File: src/rtl/core/rlcd_pkg.sv
// shared types and constants for the zero-run / literal run-length decoder
package rlcd_pkg;

    localparam int unsigned CodeW  = 8;
    localparam int unsigned CountW = 16;
    localparam int unsigned LitW   = 6;

    localparam logic [CountW-1:0] LimitReset = 16'hFFFF;

    // control byte fields
    localparam int unsigned CtlLongBit  = 7;
    localparam int unsigned CtlShortBit = 6;

    // commands from the controller to the datapath
    typedef struct packed {
        logic start_item;   // word accepted this cycle
        logic emit_lit;     // copy the word out as a literal
        logic set_err;      // malformed control byte
        logic take_ctrl;    // load literal and zero counts from control byte
        logic emit_zero;    // emit one zero fill byte
    } rlcd_cmd_t;

    // status from the datapath to the controller
    typedef struct packed {
        logic can_load;     // output register free or draining
        logic blocked;      // record at its limit
        logic lit_pending;  // word is a literal
        logic bad_ctrl;     // control byte with low seven bits zero
        logic zero_run;     // control byte asks for zeros
        logic run_end;      // current zero is the last of the run
    } rlcd_sts_t;

endpackage

File: src/rtl/core/rlcd_ctrl.sv
// controller state machine for the run-length decoder
module rlcd_ctrl
    import rlcd_pkg::*;
(
    input  logic      clk,
    input  logic      rst_n,
    input  logic      s_tvalid,
    output logic      s_tready,
    input  rlcd_sts_t sts,
    output rlcd_cmd_t cmd
);

    localparam logic StIdle = 1'b0;
    localparam logic StRun  = 1'b1;

    logic state_reg;
    logic state_next;
    logic accept;

    always_comb
    begin
        cmd        = '0;
        state_next = state_reg;
        s_tready   = 1'b0;
        accept     = 1'b0;
        case (state_reg)
            StIdle:
            begin
                s_tready       = sts.can_load;
                accept         = s_tvalid && sts.can_load;
                cmd.start_item = accept;
                if (accept && !sts.blocked)
                begin
                    if (sts.lit_pending)
                    begin
                        cmd.emit_lit = 1'b1;
                    end
                    else if (sts.bad_ctrl)
                    begin
                        cmd.set_err = 1'b1;
                    end
                    else
                    begin
                        cmd.take_ctrl = 1'b1;
                        if (sts.zero_run)
                        begin
                            state_next = StRun;
                        end
                    end
                end
            end
            StRun:
            begin
                cmd.emit_zero = sts.can_load;
                if (sts.can_load && sts.run_end)
                begin
                    state_next = StIdle;
                end
            end
            default:
            begin
                state_next = StIdle;
            end
        endcase
    end

    always_ff @(posedge clk or negedge rst_n)
    begin
        if (!rst_n)
        begin
            state_reg <= StIdle;
        end
        else
        begin
            state_reg <= state_next;
        end
    end

`ifndef SYNTHESIS
    // no input word taken while a zero run is going out
    a_no_accept_in_run: assert property (@(posedge clk) disable iff (!rst_n)
        (state_reg == StRun) |-> !s_tready)
        else $error("input accepted during zero run");

    // a zero run is entered only after a control byte that asks for zeros
    a_run_entry: assert property (@(posedge clk) disable iff (!rst_n)
        $rose(state_reg) |-> $past(cmd.take_ctrl && sts.zero_run))
        else $error("zero run entered without a control byte");

    // only one kind of action per cycle
    a_one_action: assert property (@(posedge clk) disable iff (!rst_n)
        $countones({cmd.emit_lit, cmd.set_err, cmd.take_ctrl, cmd.emit_zero}) <= 1)
        else $error("conflicting datapath commands");
`endif

endmodule

File: config.mk
export PLATFORM = sky130hd
export DESIGN_NAME = rlcd_ctrl
export DESIGN_NICKNAME = d
export VERILOG_FILES = /design/src/rtl/core/rlcd_pkg.sv /design/src/rtl/core/rlcd_ctrl.sv
export SDC_FILE = /design/constraint.sdc
export NUM_CORES = 1
export LEC_CHECK = 0
export BUFFER_PORTS_ARGS = -buffer_cell sky130_fd_sc_hd__clkbuf_2
export CAP_MARGIN = 20
export CORE_AREA = 4 4 41 43
export DETAILED_ROUTE_END_ITERATION = 12
export DIE_AREA = 0 0 45 47
export GPL_TIMING_DRIVEN = 1
export SYNTH_ARGS = -nofsm -noshare
export SYNTH_HDL_FRONTEND = slang
export SYNTH_SLANG_ARGS = --single-unit
File: constraint.sdc
create_clock -name clk -period 1.2 [get_ports clk]
set_input_delay 0.12 -clock clk [delete_from_list [all_inputs] [get_ports clk]]
set_output_delay 0.12 -clock clk [all_outputs]
set_load 0.02 [all_outputs]
==> results.cfg <==
[yosys]
ys_ff_latch = 1
yosysSeqAreaShare_pct = 26.0
syn_avg_cell_area_um2 = 8.03
synthDistinctLibCells = 11
syn_area_um2 = 96.3
synthCells = 12
ys_warn_count = 0
synthesis.nets = 21

[power]
vdd_drop_max_mv = 0.165
p_leak_nw = 0.112
powerDensity_nw_per_um2 = 411

[placement]
dp_hpwl_um = 285
io_buffer_count = 14
gp_congestion = 0.578

[cts]
cts_setup_buffers = 0
path_clk_slew_ns = 0
clk_latency_ns = 0

[sta]
setup_viol = 0
tns_ns = 0
rsz0062_at_grt = no
drv_slew = 0
tightestPinTransition_ns = 0.154
fmax_mhz = 868
layout_min_cycle_time_ns = 1.15
relSlewSlack_pct = 89.7
clock_skew_ns = 0
hold_viol_final = 0
period_share_pct = 96.0

[cells_and_area]
final_cell_mix = clkbuf_2 (14), and2_1 (2)
final_common_cell = clkbuf_2
n_antenna_cell = 0
syn_to_final_growth_pct = 126
fillCellCount = 153
nets = 39
register_area_um2 = 25.0
final_util_pct = 16.7
largest_reg_flops = 1
multi_input_area_um2 = 82.6
drive_gt1_share_pct = 64.3

[drt]
ant_nets = 0
drt_wl_total_um = 300
drc = 0
vias_per_cell = 3.33
firstDrtPassIters = 2
dr.first_iter.drc_count = 1
wl_per_cell_um = 6.98
num_vias = 143

[die]
die_x_um = 45
num_rows = 13
die_area_um2 = 2120
core_um2 = 1300
start_util_pct = 7.40
io-pin-count = 15
die_h_um = 47

[grt]
grt_util_all_layers_pct = 2.44
grt_pass1_wl_um = 414
antenna_found_initial = 0
grt_max_degree = 5
grt_overflow = 0
grt_pass1_vias = 112

[worst_hold_path]
holdPathStages = 3
min_path_type = input port to flip-flop

[setup_path]
worstSetupPathType = flip-flop to primary output
path_max_fanout = 4
required_ns = 1.08
r2r_cells = 2
start_kind = flip-flop
cp.arrival_ns = 1.03
endpoint_kind = primary output

[job]
maxCapViolCount = 0

[run_status]
run_status = finished, final reports clean
-- per-stage QoR --
stage                     area, um2  cells  hold WS, ns  setup slack [ns]  power, mW
after floorplan                 106     12       -0.176            0.0409     0.0593
after global placement          203     42       -0.104            0.0291     0.0859
after detailed placement        203     42       -0.104            0.0250     0.0859
after CTS                       213     43        0.403            0.0239     0.0886
after global routing            218     43        0.439          0.000812     0.0946
final                           218     43        0.401            0.0479     0.0894
-- routing by layer --
layer | track usage (%) | wire, um
met3 | 0.383 | 36
met5 | 0 | 0
met4 | 0 | 0
met2 | 4.80 | 151
met1 | 2.93 | 112
-- worst paths after layout --
path	from	to	slack [ns]
min in group asynchronous	rst_n	state_reg$_DFF_PN0_	0.44
max	state_reg$_DFF_PN0_	cmd[2]	0.05
min	sts[0]	state_reg$_DFF_PN0_	0.40
min reg2reg	state_reg$_DFF_PN0_	state_reg$_DFF_PN0_	0.58
max in group asynchronous	rst_n	state_reg$_DFF_PN0_	0.68
max reg2reg	state_reg$_DFF_PN0_	state_reg$_DFF_PN0_	0.30
-- cell type report --
cell class / instances / share of cell area (%)
flip-flops and latches: 1 / 11.5
well taps: 15 / 8.62
multi-input cells: 10 / 37.9
inverters: 1 / 1.72
repair buffers: 16 / 40.2
-- power breakdown --
group	internal, mW	total, mW	switching, mW
clock network	0	0	0
logic	0.0265	0.0529	0.0264
registers	0.0358	0.0365	0.000678
total	0.0624	0.0894	0.0271
-- cell usage after synthesis --
| cell type | instances | area share, % |
|---|---|---|
| and2_1 | 2 | 13 |
| nand2_1 | 1 | 3.9 |
| nand4bb_1 | 1 | 12 |
| nor3_1 | 1 | 5.2 |
| nor3b_1 | 1 | 7.8 |
| inv_1 | 1 | 3.9 |
| nor2b_1 | 1 | 6.5 |
| dfrtp_1 | 1 | 26 |
| o2bb2ai_1 | 1 | 9.1 |
| or3b_1 | 1 | 9.1 |
| nor2_1 | 1 | 3.9 |
-- cell families after synthesis --
logic type,after synthesis,share of synthesized area [%]
DFF,1,26.0
and+or+nand+nor,9,61.0
AOI/OAI and AO/OA,1,9.09
buffers and inverters,1,3.89
-- critical path, cell delays in order (launching register included) --
cell	delay [ns]
dfrtp_1	0.35
nand4bb_2	0.30
nor3b_2	0.20
clkbuf_2	0.18
-- timing repair --
action | CTS | global route
gates resized for setup | 0 | 1
endpoints found under the hold margin | 1 | 0
hold buffers | 1 | 0
endpoints found under the setup margin | 0 | 1
Power figures use the tool's default switching activity.
