### config.mk
export PLATFORM = sky130hd
export DESIGN_NAME = rlcd_dp
export DESIGN_NICKNAME = d
export VERILOG_FILES = /design/src/rtl/core/rlcd_pkg.sv /design/src/rtl/core/rlcd_dp.sv
export SDC_FILE = /design/constraint.sdc
export NUM_CORES = 1
export LEC_CHECK = 0
export BUFFER_PORTS_ARGS = -buffer_cell sky130_fd_sc_hd__buf_4
export CAP_MARGIN = 10
export CORE_MARGIN = 5
export CORE_UTILIZATION = 49
export CTS_CLUSTER_SIZE = 10
export DETAILED_ROUTE_END_ITERATION = 10
export GPL_ROUTABILITY_DRIVEN = 0
export PLACE_DENSITY = 0.7
export SKIP_CTS_REPAIR_TIMING = 1
export SLEW_MARGIN = 10
export SYNTH_ARGS = -nofsm -noshare
export SYNTH_HDL_FRONTEND = slang
export SYNTH_SLANG_ARGS = --single-unit
export TNS_END_PERCENT = 50
### constraint.sdc
create_clock -name clk -period 9.35 [get_ports clk]
set_clock_uncertainty 0.05 [all_clocks]
set_input_delay 2.805 -clock clk [delete_from_list [all_inputs] [get_ports clk]]
set_output_delay 2.805 -clock clk [all_outputs]
set_load 0.1 [all_outputs]
### src/rtl/core/rlcd_pkg.sv
// shared types and constants for the zero-run / literal run-length decoder
package rlcd_pkg;

    localparam int unsigned CodeW  = 8;
    localparam int unsigned CountW = 16;
    localparam int unsigned LitW   = 6;

    localparam logic [CountW-1:0] LimitReset = 16'hFFFF;

    // control byte fields
    localparam int unsigned CtlLongBit  = 7;
    localparam int unsigned CtlShortBit = 6;

    // commands from the controller to the datapath
    typedef struct packed {
        logic start_item;   // word accepted this cycle
        logic emit_lit;     // copy the word out as a literal
        logic set_err;      // malformed control byte
        logic take_ctrl;    // load literal and zero counts from control byte
        logic emit_zero;    // emit one zero fill byte
    } rlcd_cmd_t;

    // status from the datapath to the controller
    typedef struct packed {
        logic can_load;     // output register free or draining
        logic blocked;      // record at its limit
        logic lit_pending;  // word is a literal
        logic bad_ctrl;     // control byte with low seven bits zero
        logic zero_run;     // control byte asks for zeros
        logic run_end;      // current zero is the last of the run
    } rlcd_sts_t;

endpackage

### src/rtl/core/rlcd_dp.sv
// datapath for the run-length decoder: counters, limit register and output register
module rlcd_dp
    import rlcd_pkg::*;
(
    input  logic              clk,
    input  logic              rst_n,
    input  logic              cfg_we,
    input  logic [CountW-1:0] cfg_wdata,
    input  logic [CodeW-1:0]  code_byte,
    input  logic              record_start,
    input  rlcd_cmd_t         cmd,
    output rlcd_sts_t         sts,
    input  logic              m_tready,
    output logic              m_tvalid,
    output logic [CodeW-1:0]  data_byte,
    output logic              run_last,
    output logic [CountW-1:0] decoded_count,
    output logic              limit_reached,
    output logic              format_error
);

    logic [CountW-1:0] limit_reg,  limit_next;
    logic [LitW-1:0]   lit_reg,    lit_next;
    logic [CountW-1:0] prod_reg,   prod_next;
    logic              err_reg,    err_next;
    logic [LitW-1:0]   zl_reg,     zl_next;
    logic              ovalid_reg, ovalid_next;
    logic [CodeW-1:0]  odata_reg;
    logic              olast_reg;
    logic [CountW-1:0] ocount_reg;
    logic              olim_reg;
    logic              oerr_reg;

    logic              clear;
    logic [LitW-1:0]   lit_eff;
    logic [CountW-1:0] prod_eff;
    logic              err_eff;
    logic [CountW-1:0] prod_inc;
    logic [LitW-1:0]   ctl_zeros;
    logic [LitW-1:0]   ctl_lits;
    logic              load;

    assign clear    = cmd.start_item && record_start;
    assign lit_eff  = clear ? '0 : lit_reg;
    assign prod_eff = clear ? '0 : prod_reg;
    assign err_eff  = clear ? 1'b0 : err_reg;
    assign prod_inc = prod_eff + CountW'(1);
    assign load     = cmd.emit_lit || cmd.emit_zero;

    // control byte decode
    always_comb
    begin
        if (code_byte[CtlLongBit])
        begin
            ctl_zeros = {3'b000, code_byte[6:4]};
            ctl_lits  = {2'b00, code_byte[3:0]};
        end
        else if (code_byte[CtlShortBit])
        begin
            ctl_zeros = code_byte[5:0];
            ctl_lits  = '0;
        end
        else
        begin
            ctl_zeros = '0;
            ctl_lits  = code_byte[5:0];
        end
    end

    always_comb
    begin
        sts.can_load    = !ovalid_reg || m_tready;
        sts.blocked     = (prod_eff >= limit_reg);
        sts.lit_pending = (lit_eff != '0);
        sts.bad_ctrl    = (code_byte[6:0] == 7'd0);
        sts.zero_run    = (ctl_zeros != '0);
        sts.run_end     = (zl_reg == LitW'(1)) || (prod_inc >= limit_reg);
    end

    always_comb
    begin
        limit_next  = cfg_we ? cfg_wdata : limit_reg;
        lit_next    = cmd.take_ctrl ? ctl_lits :
                      (cmd.emit_lit ? lit_eff - LitW'(1) : lit_eff);
        prod_next   = load ? prod_inc : prod_eff;
        err_next    = cmd.set_err || err_eff;
        zl_next     = cmd.take_ctrl ? ctl_zeros :
                      (cmd.emit_zero ? zl_reg - LitW'(1) : zl_reg);
        ovalid_next = load || (ovalid_reg && !m_tready);
    end

    always_ff @(posedge clk or negedge rst_n)
    begin
        if (!rst_n)
        begin
            limit_reg  <= LimitReset;
            lit_reg    <= '0;
            prod_reg   <= '0;
            err_reg    <= 1'b0;
            zl_reg     <= '0;
            ovalid_reg <= 1'b0;
        end
        else
        begin
            limit_reg  <= limit_next;
            lit_reg    <= lit_next;
            prod_reg   <= prod_next;
            err_reg    <= err_next;
            zl_reg     <= zl_next;
            ovalid_reg <= ovalid_next;
        end
    end

    always_ff @(posedge clk)
    begin
        if (load)
        begin
            odata_reg  <= cmd.emit_lit ? code_byte : '0;
            olast_reg  <= cmd.emit_lit || sts.run_end;
            ocount_reg <= prod_inc;
            olim_reg   <= (prod_inc >= limit_reg);
            oerr_reg   <= err_eff;
        end
    end

    assign m_tvalid      = ovalid_reg;
    assign data_byte     = odata_reg;
    assign run_last      = olast_reg;
    assign decoded_count = ocount_reg;
    assign limit_reached = olim_reg;
    assign format_error  = oerr_reg;

`ifndef SYNTHESIS
    // a word is written to the output register only when it is free
    a_load_free: assert property (@(posedge clk) disable iff (!rst_n)
        load |-> (!ovalid_reg || m_tready))
        else $error("output register overwritten");

    // each zero fill word advances the count by exactly one
    a_zero_count: assert property (@(posedge clk) disable iff (!rst_n)
        cmd.emit_zero |=> (prod_reg == $past(prod_reg) + CountW'(1)))
        else $error("count did not advance on zero fill");

    // a control byte asking for zeros leaves a nonzero run length
    a_run_loaded: assert property (@(posedge clk) disable iff (!rst_n)
        (cmd.take_ctrl && sts.zero_run) |=> (zl_reg != '0))
        else $error("zero run length not loaded");
`endif

endmodule

==> results of run 1 <==
## power breakdown
part,internal (mW),switching [mW]
Clock,0.149,0.119
Combinational,0.0874,0.220
Sequential,0.375,0.0188
Total,0.612,0.359
## logic make-up after synthesis
group | after synthesis | share of synthesized area
buffers and inverters | 44 | 0.0414
AOI/OAI and AO/OA | 69 | 0.104
DFF | 73 | 0.479
adders and majority gates | 36 | 0.109
and+or+nand+nor | 137 | 0.179
xor gates and xnor gates | 35 | 0.0741
muxes | 5 | 0.0133
## final cells by class
class / instances / area, um2 / share of cell area
inverter: 31 / 116 / 0.0236
timing repair buffer: 69 / 518 / 0.105
sequential: 73 / 1980 / 0.401
clock buffer: 10 / 128 / 0.0258
multi-input combinational: 282 / 1980 / 0.401
clock inverter: 6 / 81.3 / 0.0165
tap: 105 / 131 / 0.0266
## stage by stage
step | setup slack (ns) | util | total power, mW | cells
2_1_floorplan | 0.319 | - | 0.631 | 399
3_3_place_gp | 0.582 | 0.576 | 0.703 | 560
3_5_place_dp | 0.454 | 0.576 | 0.710 | 560
4_1_cts | 0.427 | 0.601 | 0.980 | 576
5_1_grt | 0.155 | 0.601 | 1.02 | 576
6_report | 0.418 | 0.601 | 0.971 | 576
## per-layer routing
layer	up-vias	part of all wire	wire length [um]
met3	11	0.046	416
li1	1520	-	-
met2	59	0.51	4560
met4	0	0.016	145
met1	1514	0.43	3870
met5	-	0	0
## layout by cell type, fill, tap and decap left out, drive strengths merged, types with 3 or more instances in the layout
cell	netlist	final
nand4	8	8
inv	30	31
nand2	57	57
o22ai	3	3
xnor2	31	31
o21ai	28	28
nand3	13	13
a21o	3	3
nand2b	3	3
nor3	9	9
mux2	4	4
dfstp	16	16
buf	4	69
clkinv	1	4
or2	3	3
nor4	5	5
nor2	18	18
a21oi	17	17
edfxtp	27	27
and2	13	13
clkbuf	9	10
ha	36	36
xor2	4	4
dfrtp	30	30
## worst min path at each step
stage                       start            end  slack (ns)  cells after the start
floorplan           limit_reg[10]  limit_reg[10]        0.46                      2
global placement         m_tvalid       m_tvalid        0.45                      2
detailed placement       m_tvalid       m_tvalid        0.47                      2
CTS                      m_tvalid       m_tvalid        0.50                      2
global route        limit_reg[15]  limit_reg[15]        0.52                      2
finish                   m_tvalid       m_tvalid        0.49                      2
## tightest hold or removal path, cell delays in order, from the launching register on
cell      delay [ns]
dfrtp_1         0.36
nand2b_1        0.08
nand2_1         0.07
==> impl_summary.txt, run 1 <==
----------------------------------------------------
[Run status]
  Outcome ... completed

[Placed design]
  Post-Place Cell Area ... 0.00473 mm2
  Port-buffer cells ... 67
  HPWL after detailed placement ... 6820 um

[STA]
  Fin crit share ... 0.955
  Unrepaired setup endpoints after global routing ... no
  Final hold slack ... around 0.49 ns
  Setup TNS ... 0 ns
  Worst Tran Pin Value ... 1.15 ns
  Relative max-transition margin ... 0.228
  Count of final setup violators ... 0
  Min Clock Period, post-route ... around 9 ns
  Final hold viol count ... 0
  Number of pins with negative max-slew slack in the final report ... 0
  Peak Freq ... 112 MHz

[Floorplan]
  Starting density of the core ... 0.503
  Die Area ... 0.0104 mm2
  # rows ... 33
  Die Width ... 102 um
  Number of top-level pins ... 68
  Area of the placeable core ... about 0.0082 mm2
  Die outline height ... 102 um

[Logic synthesis]
  Mapped Area ... 0.00414 mm2
  Synthesized Nets ... 469
  Count of flip-flops with a built-in enable after synthesis ... 27
  Seq/Total Area, Yosys ... 0.479
  Dominant cell by count in the synthesized netlist ... nand2_1
  Synthesized instance count ... 399
  Commonest cells in the synthesized netlist ... nand2_1 (56), ha_1 (36), xnor2_1 (31), dfrtp_1 (30), inv_1 (29)
  Flip-flop cell with the highest count after synthesis ... dfrtp_1
  Fraction of registers with async set or reset after synthesis ... 0.630
  Cell type with the highest aggregate area in the netlist ... edfxtp_1
  Fraction of synthesized cell area taken by the top area cell type ... 0.196
  Average instance area after synthesis ... 10.4 um2
  Yosys warning total ... 0
  Number of synthesized register bits ... 73
  Distinct cell type count after synthesis ... 58
  Main area contributors after synthesis ... edfxtp_1 (20%), dfrtp_1 (18%), ha_1 (11%)

[Critical path]
  Flop2flop setup slack ... slightly below 6 ns
  Delay-heaviest family, CP ... simple AND/OR/NAND/NOR gates
  Required time at the endpoint of the critical path ... ~6.5 ns
  Buffers & Inverters on Critical Path ... 3
  Startpoint of the lowest-slack register-to-register path ... prod_reg[0]
  Startpoint of the most critical setup path ... cmd[4]
  Cell with the largest stage delay on the worst path ... a2111oi_0
  Worst setup SP type ... input pin
  Critical path capture point ... sts[0]
  Worst Setup End Kind ... primary output
  Arrival time of data at the critical path endpoint ... 6.08 ns
  CP max FO ... 4
  Kind of critical path ... in2out
  Slowest Stage Delay on Critical Path ... about 0.83 ns
  Chain of cells forming the critical path ... buf_4 -> nand2_1 -> nand2_1 -> inv_1 -> ha_1 -> nand3_2 -> nor4_4 -> nand3_1 -> xnor2_1 -> ha_1 -> nand4_1 -> a21oi_1 -> a2111oi_0 -> nand3_1 -> buf_4
  Count of cells along the worst register-to-register path ... 12
  Stages on worst setup path ... 15
  Endpoint of the worst-slack reg-to-reg timing path ... run_last

[GRT]
  Global-route wire length before repair ... ~15000 um
  Grt ovf ... 0
  Most congested layer reported by global routing ... met2
  Routing usage on met1 ... 0.228
  GR Util met3 ... 0.0403
  Total global-route track usage ... 0.183
  Antenna violations before repair ... 0
  Number of global-route vias before repair ... 3169
  Largest net degree at the start of global routing ... between 40 and 50
  Routing usage on met2 ... 0.315

[Finish]
  Number of fillers in the final layout ... 707
  Area added between synthesis and finish ... 19.4%
  Final std cell area, no fill ... 0.00494 mm2
  Ant. Diodes ... 0
  Nets ... 536
  Proportion of layout cells with a drive suffix above 1 ... 0.253

[Drt]
  Antenna-violating nets left ... 0
  Total detailed-routing wirelength ... 9000 um
  Detailed router's first-iteration violation count ... 119
  Overall via count from detail_route ... 3104
  DR DRC count ... 0
  Detailed-router iteration count before antenna repair ... 4
  Routed length per placed instance ... 15.6 um
  Vias per cell ... 5.39

[Clock tree]
  Latest clock arrival within the worst-skew pair ... roughly 0.35 ns
  CTS Buf Count ... 9
  Deepest level of the CTS H-tree ... 3
  Clock transition at the registers of the reported paths ... 0.07 ns
  Clk buf depth ... 2
  Clock sink count ... 73
  Clock tree from TritonCTS ... built
  Clock Root Buffer ... clkbuf_8

[Min path]
  Hold Path Class ... reg2reg

[Pwr]
  P per Cell Area ... slightly below 200 mW/mm2
  Maximum ir drop on the vdd rail ... 0.121 mV
  Leakage dissipation ... roughly 2.3 nW

[Flow run]
  Maximum Capacitance Violations ... 0

----------------------------------------------------
(Power assumes the default switching activity.)
==> run 2: changes to the inputs <==
CORE_MARGIN = default   (was 5)
==> run 2 against run 1 <==
  * Total power is 4.0% lower
  * First-iteration DRC count decreased by 28%
  * Routed wire length fell by 3.3%
  * Global-route usage is 3.9 points higher
  * Core utilization hardly changed
  * Cell area is 0.56% lower
  * Sequential share of layout area grew 0.22 points
  * Die area decreased by 15%
  * Flip-flop and latch count unchanged
  * Non-clock buffer count is the same
  * Largest power group unchanged
  * Clock power down 14%
  * Count of clock-buffer cells in the layout up 6
==> impl_summary.txt, run 2 (synthesis results as in run 1) <==
----------------------------------------------------
[GRT]
  Largest net degree at the start of global routing ... 47
  Total global-route track usage ... 0.222
  Number of global-route vias before repair ... 3148
  Grt ovf ... 0
  Antenna violations before repair ... 0
  Global-route wire length before repair ... 14900 um

[Critical path]
  Slowest Stage Delay on Critical Path ... approximately 0.54 ns
  Arrival time of data at the critical path endpoint ... between 6 and 7 ns
  Delay-heaviest family, CP ... simple AND/OR/NAND/NOR gates
  Startpoint of the most critical setup path ... cmd[4]
  Required time at the endpoint of the critical path ... 6.50 ns
  Flop2flop setup slack ... 6.13 ns
  Buffers & Inverters on Critical Path ... 3
  Worst setup SP type ... input pin
  Count of cells along the worst register-to-register path ... 12
  Chain of cells forming the critical path ... buf_4 -> nand2_1 -> nand2_1 -> inv_1 -> ha_1 -> nand3_2 -> nor4_4 -> nand3_1 -> xnor2_1 -> ha_1 -> nand4_1 -> a21oi_1 -> a2111oi_1 -> nand3_1 -> buf_4
  Worst Setup End Kind ... primary output
  Startpoint of the lowest-slack register-to-register path ... prod_reg[0]
  Cell with the largest stage delay on the worst path ... a2111oi_1
  Stages on worst setup path ... 15
  CP max FO ... 11
  Endpoint of the worst-slack reg-to-reg timing path ... run_last
  Critical path capture point ... sts[0]
  Kind of critical path ... in2out

[Drt]
  Antenna-violating nets left ... 0
  Total detailed-routing wirelength ... 8700 um
  Detailed router's first-iteration violation count ... 86
  Overall via count from detail_route ... 3081
  Vias per cell ... about 5.3
  DR DRC count ... 0
  Detailed-router iteration count before antenna repair ... 6
  Routed length per placed instance ... approximately 15 um

[Clock tree]
  Clock tree from TritonCTS ... built
  Clock Root Buffer ... clkbuf_8
  Clk buf depth ... 2
  Clock transition at the registers of the reported paths ... ~0.070 ns
  CTS Buf Count ... 9
  Latest clock arrival within the worst-skew pair ... 0.35 ns
  Deepest level of the CTS H-tree ... 3
  Clock sink count ... 73

[Floorplan]
  Area of the placeable core ... 0.00818 mm2
  Starting density of the core ... 0.506
  Die Area ... 0.00881 mm2
  Die Width ... between 90 and 100 um
  Number of top-level pins ... 68
  Die outline height ... 93.9 um
  # rows ... 33

[STA]
  Relative max-transition margin ... 0.201
  Final hold viol count ... 0
  Fin crit share ... 0.951
  Unrepaired setup endpoints after global routing ... no
  Number of pins with negative max-slew slack in the final report ... 0
  Count of final setup violators ... 0
  Final worst setup slack ... 0.459 ns
  Min Clock Period, post-route ... 8.89 ns
  Peak Freq ... 112 MHz
  Worst Tran Pin Value ... 1.19 ns
  Setup TNS ... 0 ns

[Finish]
  Proportion of layout cells with a drive suffix above 1 ... 0.251
  Final std cell area, no fill ... 0.00491 mm2
  Leading cell type in the layout, fill and taps excluded ... buf_4
  Commonest cells after routing, fill and taps aside ... buf_4 (69), nand2_1 (56), ha_1 (36)
  Area added between synthesis and finish ... 18.8%
  Storage cell area ... roughly 0.0020 mm2
  Final design utilization ... 0.601
  Nets ... 536
  Area of the multi-input gates ... 0.00198 mm2
  Number of fillers in the final layout ... about 740
  Ant. Diodes ... 0

[Pwr]
  Combinational Power Share ... 0.329
  Clock network power share ... 0.247
  Power spent charging and discharging nets ... 0.351 mW
  Leakage dissipation ... 2.28 nW
  P per Cell Area ... about 190 mW/mm2
  Internal Pwr Total ... 0.582 mW
  Proportion of power drawn by flip-flops and latches ... 0.424
  Sw frac ... 0.376
  Maximum ir drop on the vdd rail ... 0.132 mV

[Placed design]
  Port-buffer cells ... 67
  Post-Place Cell Area ... about 0.0047 mm2
  Dpl ws ... 0.327 ns
  HPWL after detailed placement ... 6640 um

[Flow run]
  Maximum Capacitance Violations ... 0

[Run status]
  Outcome ... completed

[Min path]
  Hold Path Class ... reg2reg

----------------------------------------------------
## run 2: worst min-delay path by stage
stage	start	endpoint	slack, ns	cells after the start
finish	m_tvalid	m_tvalid	0.48	2
global route	m_tvalid	m_tvalid	0.53	2
CTS	m_tvalid	m_tvalid	0.49	2
detailed placement	m_tvalid	m_tvalid	0.46	2
global placement	m_tvalid	m_tvalid	0.45	2
floorplan	limit_reg[10]	limit_reg[10]	0.46	2
## run 2: power groups by stage
| stage | registers, mW | logic [mW] | clock network (mW) |
|---|---|---|---|
| finish | 0.395 | 0.307 | 0.231 |
| global route | 0.398 | 0.334 | 0.250 |
| CTS | 0.395 | 0.311 | 0.237 |
| detailed placement | 0.400 | 0.310 | 0 |
| global placement | 0.400 | 0.302 | 0 |
| floorplan | 0.504 | 0.127 | 0 |
## run 2: routing by layer
layer / track usage / vias up / part of all wire / wire [um]
met5: 0 / - / 0 / 0
met4: 0.0821 / 0 / 0.015 / 134
met3: 0.0510 / 11 / 0.029 / 253
met2: 0.366 / 48 / 0.50 / 4320
met1: 0.284 / 1497 / 0.46 / 3990
li1: - / 1525 / - / -
## run 2: through the flow
step / std cells / power, mW / hold WS [ns]
floorplan: 399 / 0.631 / 0.455
global placement: 560 / 0.702 / 0.446
detailed placement: 560 / 0.710 / 0.457
CTS: 576 / 0.943 / 0.485
global route: 576 / 0.983 / 0.528
finish: 576 / 0.932 / 0.477
## run 2: area by class of cell
type,instances,area share
Clock buffer,16,0.0367
Inverter,31,0.0237
Multi-Input combinational cell,282,0.404
Sequential cell,73,0.404
Tap cell,105,0.0268
Timing Repair Buffer,69,0.105
## run 2: worst register-to-register path, stage by stage, from the launching register on
cell,delay [ns]
dfrtp_1,0.38
nand2_1,0.13
inv_1,0.12
ha_1,0.24
nand3_2,0.15
nor4_4,0.32
nand3_1,0.14
xnor2_1,0.20
ha_1,0.28
nand4_1,0.13
a21oi_1,0.07
a2111oi_1,0.54
nand4b_1,0.19
